### config.mk
export PLATFORM = sky130hd
export DESIGN_NAME = json_root_object_splitter_top_flat
export DESIGN_NICKNAME = d
export VERILOG_FILES = /design/src/design/jros_pkg.sv /design/src/design/jros_stream_if.sv /design/src/design/json_root_object_splitter_top.sv /design/src/design/jros_parser.sv /design/src/design/jros_out_stage.sv /design/src/flat_wrapper.sv
export SDC_FILE = /design/constraint.sdc
export NUM_CORES = 1
export LEC_CHECK = 0
export ABC_CLOCK_PERIOD_IN_PS = 2900
export BUFFER_PORTS_ARGS = -buffer_cell sky130_fd_sc_hd__buf_2
export CAP_MARGIN = 10
export CORE_UTILIZATION = 40
export DETAILED_ROUTE_END_ITERATION = 12
export PLACE_DENSITY = 0.56
export SETUP_SLACK_MARGIN = 0.4
export SLEW_MARGIN = 10
export SYNTH_ARGS = -nofsm -noshare
export SYNTH_HDL_FRONTEND = slang
export SYNTH_SLANG_ARGS = --single-unit
### constraint.sdc
create_clock -name clk -period 2.9 [get_ports clk]
set_clock_uncertainty 0.05 [all_clocks]
set_input_delay 0.435 -clock clk [delete_from_list [all_inputs] [get_ports clk]]
set_output_delay 0.435 -clock clk [all_outputs]
set_load 0.02 [all_outputs]
### src/design/jros_pkg.sv
// Shared constants, codes and types for the JSON root-object splitter.
package jros_pkg;

  // Configured nesting limit; the depth counter is 8 bits, so the limit saturates at 255
  localparam int unsigned MaxDepth   = 255;
  localparam int unsigned LevelWidth = 8;
  localparam logic [LevelWidth-1:0] DepthLimit =
    (MaxDepth > 255) ? 8'd255 : LevelWidth'(MaxDepth);

  // Character codes
  localparam logic [7:0] ChOpenBracket  = 8'h5B;  // [
  localparam logic [7:0] ChCloseBracket = 8'h5D;  // ]
  localparam logic [7:0] ChComma        = 8'h2C;  // ,
  localparam logic [7:0] ChSpace        = 8'h20;
  localparam logic [7:0] ChLineFeed     = 8'h0A;
  localparam logic [7:0] ChCarriageRet  = 8'h0D;
  localparam logic [7:0] ChTab          = 8'h09;
  localparam logic [7:0] ChOpenBrace    = 8'h7B;  // {
  localparam logic [7:0] ChCloseBrace   = 8'h7D;  // }
  localparam logic [7:0] ChQuote        = 8'h22;  // "
  localparam logic [7:0] ChBackslash    = 8'h5C;

  // Final status codes
  typedef enum logic [1:0] {
    STATUS_OK        = 2'd0,
    STATUS_UNMATCHED = 2'd1,
    STATUS_TRUNCATED = 2'd2,
    STATUS_TOO_DEEP  = 2'd3
  } status_t;

  // One result item
  typedef struct packed {
    logic [7:0] out_byte;
    logic       object_last;
    logic       stream_done;
    status_t    status;
  } result_t;

endpackage

### src/design/jros_stream_if.sv
// Valid/ready channel interfaces for the input bytes and the result items.
interface jros_in_if;
  logic       valid;
  logic       ready;
  logic [7:0] data_byte;
  logic       end_of_input;

  modport source (output valid, output data_byte, output end_of_input, input ready);
  modport sink   (input valid, input data_byte, input end_of_input, output ready);
endinterface

interface jros_out_if;
  logic       valid;
  logic       ready;
  logic [7:0] out_byte;
  logic       object_last;
  logic       stream_done;
  logic [1:0] status;

  modport source (output valid, output out_byte, output object_last,
                  output stream_done, output status, input ready);
  modport sink   (input valid, input out_byte, input object_last,
                  input stream_done, input status, output ready);
endinterface

### src/design/json_root_object_splitter_top.sv
// Top level of the JSON root-object splitter.
//
// in_ch carries one JSON byte per transfer (data_byte), or an end marker
// (end_of_input) that asks for the final status. out_ch carries the bytes of
// each root-level object, with object_last on the closing brace, and
// status-only items (stream_done, status) for errors and end of stream.
// Root-level brackets, commas and whitespace produce no output item.
//
// Throughput: one input byte per cycle while the output register can load. The
// depth/string/escape state updates in the cycle of the transfer, and the result
// lands in a single output register, so out_ch.valid rises in the cycle after.
// in_ch.ready follows the output register: it is high when that register is
// empty or is being emptied by out_ch in the same cycle. A stalled receiver
// therefore holds the input after one item is buffered.
// After an unmatched '}' or excessive nesting the block drops bytes until an
// end marker, which reports the status and clears all state.
// Reset (rst, synchronous) clears the scanner state and empties the output.
module json_root_object_splitter_top (
  input  logic       clk,
  input  logic       rst,
  jros_in_if.sink    in_ch,
  jros_out_if.source out_ch
);
  import jros_pkg::*;

  logic    take;
  logic    emit;
  logic    can_load;
  result_t result;

  assign in_ch.ready = can_load;
  assign take        = in_ch.valid && can_load;

  jros_parser u_parser (
    .clk          (clk),
    .rst          (rst),
    .take         (take),
    .data_byte    (in_ch.data_byte),
    .end_of_input (in_ch.end_of_input),
    .emit         (emit),
    .result       (result)
  );

  jros_out_stage u_out (
    .clk       (clk),
    .rst       (rst),
    .load      (take && emit),
    .load_data (result),
    .can_load  (can_load),
    .out_ch    (out_ch)
  );

endmodule

### src/design/jros_parser.sv
// Scanner state (depth, string, escape, halt) and the per-byte result decode.
module jros_parser (
  input  logic              clk,
  input  logic              rst,
  input  logic              take,
  input  logic [7:0]        data_byte,
  input  logic              end_of_input,
  output logic              emit,
  output jros_pkg::result_t result
);
  import jros_pkg::*;

  logic [LevelWidth-1:0] nest_level, nest_level_next;
  logic                  inside_string, inside_string_next;
  logic                  pending_escape, pending_escape_next;
  logic                  halted, halted_next;
  logic                  root_delim;

  // Delimiters dropped at root level
  assign root_delim = (nest_level == '0) &&
                      (data_byte inside {ChOpenBracket, ChCloseBracket, ChComma, ChSpace,
                                         ChLineFeed, ChCarriageRet, ChTab});

  // Decode one byte against the current state
  always_comb begin
    nest_level_next     = nest_level;
    inside_string_next  = inside_string;
    pending_escape_next = pending_escape;
    halted_next         = halted;
    emit                = 1'b0;
    result.out_byte     = data_byte;
    result.object_last  = 1'b0;
    result.stream_done  = 1'b0;
    result.status       = STATUS_OK;

    if (end_of_input) begin
      emit               = 1'b1;
      result.out_byte    = 8'd0;
      result.stream_done = 1'b1;
      if (halted) begin
        result.status = (nest_level == '0) ? STATUS_UNMATCHED : STATUS_TOO_DEEP;
      end else begin
        result.status = (nest_level != '0) ? STATUS_TRUNCATED : STATUS_OK;
      end
      nest_level_next     = '0;
      inside_string_next  = 1'b0;
      pending_escape_next = 1'b0;
      halted_next         = 1'b0;
    end else if (!halted && !root_delim) begin
      emit = 1'b1;
      if (pending_escape) begin
        pending_escape_next = 1'b0;
      end else if (data_byte == ChBackslash && inside_string) begin
        pending_escape_next = 1'b1;
      end else if (data_byte == ChQuote) begin
        inside_string_next = !inside_string;
      end else if (!inside_string) begin
        if (data_byte == ChOpenBrace) begin
          if (nest_level >= DepthLimit) begin
            halted_next        = 1'b1;
            result.out_byte    = 8'd0;
            result.stream_done = 1'b1;
            result.status      = STATUS_TOO_DEEP;
          end else begin
            nest_level_next = nest_level + 1'b1;
          end
        end else if (data_byte == ChCloseBrace) begin
          if (nest_level == '0) begin
            halted_next        = 1'b1;
            result.out_byte    = 8'd0;
            result.stream_done = 1'b1;
            result.status      = STATUS_UNMATCHED;
          end else begin
            nest_level_next    = nest_level - 1'b1;
            result.object_last = (nest_level == LevelWidth'(1));
          end
        end
      end
    end
  end

  // Advance state on each transfer
  always_ff @(posedge clk) begin
    if (rst) begin
      nest_level     <= '0;
      inside_string  <= 1'b0;
      pending_escape <= 1'b0;
      halted         <= 1'b0;
    end else if (take) begin
      nest_level     <= nest_level_next;
      inside_string  <= inside_string_next;
      pending_escape <= pending_escape_next;
      halted         <= halted_next;
    end
  end

endmodule

### src/design/jros_out_stage.sv
// Result register that holds one item until the receiver takes it.
module jros_out_stage (
  input  logic              clk,
  input  logic              rst,
  input  logic              load,
  input  jros_pkg::result_t load_data,
  output logic              can_load,
  jros_out_if.source        out_ch
);
  import jros_pkg::*;

  logic    valid;
  result_t data;

  // Free when empty or when the held item leaves this cycle
  assign can_load = !valid || out_ch.ready;

  // Hold the valid flag
  always_ff @(posedge clk) begin
    if (rst) begin
      valid <= 1'b0;
    end else if (can_load) begin
      valid <= load;
    end
  end

  // Capture payload
  always_ff @(posedge clk) begin
    if (can_load && load) begin
      data <= load_data;
    end
  end

  assign out_ch.valid       = valid;
  assign out_ch.out_byte    = data.out_byte;
  assign out_ch.object_last = data.object_last;
  assign out_ch.stream_done = data.stream_done;
  assign out_ch.status      = data.status;

endmodule

### src/flat_wrapper.sv
// flat-port wrapper written by rule: the top's interface ports become plain ports
module json_root_object_splitter_top_flat import jros_pkg::*;
  (clk, rst, in_ch_valid, in_ch_data_byte, in_ch_end_of_input, in_ch_ready, out_ch_valid, out_ch_out_byte, out_ch_object_last, out_ch_stream_done, out_ch_status, out_ch_ready);
  jros_in_if in_ch_i ();
  jros_out_if out_ch_i ();
  input  logic clk;
  input  logic rst;
  input wire logic [$bits(in_ch_i.valid)-1:0] in_ch_valid;
  input wire logic [$bits(in_ch_i.data_byte)-1:0] in_ch_data_byte;
  input wire logic [$bits(in_ch_i.end_of_input)-1:0] in_ch_end_of_input;
  output wire logic [$bits(in_ch_i.ready)-1:0] in_ch_ready;
  output wire logic [$bits(out_ch_i.valid)-1:0] out_ch_valid;
  output wire logic [$bits(out_ch_i.out_byte)-1:0] out_ch_out_byte;
  output wire logic [$bits(out_ch_i.object_last)-1:0] out_ch_object_last;
  output wire logic [$bits(out_ch_i.stream_done)-1:0] out_ch_stream_done;
  output wire logic [$bits(out_ch_i.status)-1:0] out_ch_status;
  input wire logic [$bits(out_ch_i.ready)-1:0] out_ch_ready;
  assign in_ch_i.valid = in_ch_valid;
  assign in_ch_i.data_byte = in_ch_data_byte;
  assign in_ch_i.end_of_input = in_ch_end_of_input;
  assign in_ch_ready = in_ch_i.ready;
  assign out_ch_valid = out_ch_i.valid;
  assign out_ch_out_byte = out_ch_i.out_byte;
  assign out_ch_object_last = out_ch_i.object_last;
  assign out_ch_stream_done = out_ch_i.stream_done;
  assign out_ch_status = out_ch_i.status;
  assign out_ch_i.ready = out_ch_ready;
  json_root_object_splitter_top u_core (.clk(clk), .rst(rst), .in_ch(in_ch_i), .out_ch(out_ch_i));
endmodule
==> results_dict.tcl <==
set metrics [dict create \
    status "finished clean" \
    area_delta_synth_final_pct 14.7 \
    first_global_vias 1257 \
    ys_seq_area_share_pct 39.1 \
    leakagePower_nw 0.684 \
    r2r-start "u_core.u_parser.nest_level[0]" \
    synth_compound_area_share_pct 17.3 \
    synth_edf_count 12 \
    htree_levels 1 \
    cts_tree "built" \
    power_density_nw_per_um2 589 \
    synthCells 159 \
    combPwrFrac_pct 28.8 \
    rows 22 \
    syn-num-nets 175 \
    worst_ir_drop_vdd_mv 0.229 \
    setup_violations 0 \
    power.share.switching_pct 31.7 \
    p_sw_mw 0.329 \
    seq_power_share_pct 42.6 \
    clkPwrFrac_pct 28.6 \
    die_w_um 64.0 \
    synth_seq_cells 24 \
    pre_cts_ws_ns 0.471 \
    internal-power_mw 0.710 \
    slew_violations 0 \
    holdBufCountCts 0 \
    ioPinCount 27 \
    drc 0 \
    portBuffers 26 \
    synth_area_per_cell_um2 9.66 \
    async_flop_share_pct 0 \
    drt-initial-drc-count 84 \
    hp-class "in2reg" \
    cts-resized-gates 0 \
    reg2regPathDepth 7 \
    worstPathArrival_ns 2.19 \
    synth_simple_gate_area_share_pct 33.4 \
    hold_viol 0 \
    clkSinkCount 24 \
    synth.area.top_cells "edfxtp_1, dfxtp_1, and2_1" \
    layout-drive-gt1-share_pct 22.7 \
    synth_area_leader_cell "edfxtp_1" \
    wl_per_cell_um 14.6 \
    totalNegativeSetupSlack_ns 0 \
    synth_top_area_share_pct 23.5 \
    wl_um 3410 \
    setup_slack_ns 0.628 \
    grt_pass1_wl_um 5880 \
    clk_latency_ns 0.27 \
    coreArea_um2 3660 \
    via_count 1324 \
    worstSetupStartpoint "u_core.u_parser.nest_level[0]" \
    cp.required_ns 2.82 \
    final_net_count 202 \
    overflow 0 \
    synthXorXnorAreaFrac_pct 1.71 \
    r2r-end "u_core.u_out.out_ch.status[1]" \
    final_area_um2 1760 \
    synth_area_um2 1540 \
    endpoint "u_core.u_out.out_ch.status[1]" \
    worst_pin_slew_ns 0.602 \
    initial_core_util_pct 42.0 \
    crit_path_max_fanout 12 \
    synth_fa_ha_area_share_pct 2.44 \
    drv_cap 0 \
    worst_setup_path_end_kind "register" \
    cp-start-kind "register" \
    num_antenna_cells 0 \
    ys_warn_count 0 \
    rsz0062_at_grt "no" \
    clockRootBuffer "clkbuf_8" \
    vias_per_cell 5.68 \
    numCtsBuffers 3 \
    timing.final.crit_share_pct 78.3 \
    place.gp.congestion 0.825 \
    synth_top_family_by_area "simple AND/OR/NAND/NOR gates" \
    critPathKind "reg2reg" \
    clockBufferDepth 2 \
    grt_antenna_before_repair 0 \
    max_slew_margin_pct 59.9 \
    placed_area_um2 1690 \
    post-route-min-period_ns 2.27 \
    post_cts_buffers 0 \
    max_freq_mhz 440 \
    dr.pass1.iters 4 \
    dieArea_um2 4090 \
    grt_max_degree 17 \
    synth_commonest_cells "dfxtp_1, edfxtp_1, nor2_1" \
    die_h_um 64.0 \
    synthDistinctLibCells 53 \
    antenna_left 0 \
    path_clk_slew_ns 0.09 \
    dp_hpwl_um 2670 \
    ys.flop_type "edfxtp_1" \
    synth.area.mux_share_pct 2.04 \
    grt_usage_pct 18.5 \
    r2r_slack_ns 0.63 \
]
[worst max-delay path, stage by stage, from the launching register on]
cell and delay [ns]:
dfxtp_1 0.36, inv_1 0.11, ha_1 0.20, nor3b_1 0.30
a21oi_1 0.10, o21ai_0 0.35, and2_2 0.27, inv_1 0.22
[cells by family after synthesis]
group / Yosys count
simple gates: 82
fa+ha+maj: 3
flops: 24
buf+inv: 10
xor+xnor: 3
mux: 3
compound gates: 34
[layout make-up]
class | instances | area (um2)
clock inverters | 1 | 30.0
flip-flops and latches | 24 | 601
clock buffers | 3 | 41.3
fillers | 367 | 1900
inverters | 5 | 18.8
multi-input cells | 125 | 875
well taps | 48 | 60.1
repair buffers | 27 | 138
[per-layer routing]
layer | up-vias | GRT usage (%) | wire length, um
met3 | 4 | 2.14 | 114
met1 | 633 | 24.7 | 1640
met4 | 0 | 5.11 | 33
met2 | 31 | 31.4 | 1610
li1 | 656 | - | -
met5 | - | 0 | 0
[metrics by stage]
stage | power (mW) | util [%] | cells | hold slack (ns)
3_5_place_dp | 0.751 | 46.2 | 229 | 0.471
3_3_place_gp | 0.745 | 46.2 | 229 | 0.467
5_1_grt | 1.10 | 48.2 | 233 | 0.387
2_1_floorplan | 0.671 | - | 159 | 0.437
4_1_cts | 1.05 | 48.2 | 233 | 0.389
6_report | 1.04 | 48.2 | 233 | 0.383
[state kept, by name, indices dropped and copies added (netlist names)]
register / cells
u_core.u_out.out_ch.status: 2
u_core.u_out.out_ch.object_last: 1
u_core.u_out.out_ch.stream_done: 1
u_core.u_parser.halted: 1
u_core.u_parser.nest_level: 8
u_core.u_parser.pending_escape: 1
u_core.u_out.out_ch.valid: 1
u_core.u_parser.inside_string: 1
u_core.u_out.out_ch.out_byte: 8
[worst min path at each step]
stage / from / end / cells after the start
floorplan: u_core.u_parser.nest_level[7] / u_core.u_parser.nest_level[7] / 2
global placement: u_core.u_parser.nest_level[7] / u_core.u_parser.nest_level[7] / 2
detailed placement: u_core.u_parser.nest_level[7] / u_core.u_parser.nest_level[7] / 2
CTS: rst / u_core.u_out.out_ch.valid / 2
global route: rst / u_core.u_out.out_ch.valid / 2
finish: rst / u_core.u_out.out_ch.valid / 2
[cell usage in the layout, fill, tap and decap left out, types with 2 or more instances in the layout]
cell type   n
or4_1       2
and2_1      8
and4_1      2
a21oi_1     7
o21a_1      3
o211ai_1    4
inv_1       5
nor3b_1     2
o21ai_0     4
mux2i_1     2
buf_2      26
ha_1        3
and2_2      2
dfxtp_1    12
nor3_1      7
nor2b_1     4
nand4_1     2
nor4_1      5
nand3_1     6
or3_1       3
nand2b_1    4
clkbuf_8    3
a31oi_1     3
edfxtp_1   12
xor2_1      3
or2b_1      2
nand2_1     8
nand3b_1    2
nor2_1     12
nand4b_1    3
o31ai_1     3
[power by group through the flow]
stage                     clock network [mW]  registers, mW  logic [mW]
final                                  0.297          0.442       0.300
after detailed placement                   0          0.451       0.300
after CTS                              0.303          0.443       0.301
after global placement                     0          0.448       0.297
after global routing                   0.320          0.450       0.333
after floorplan                            0          0.481       0.189
No activity file was read; power rests on OpenSTA's default activity.
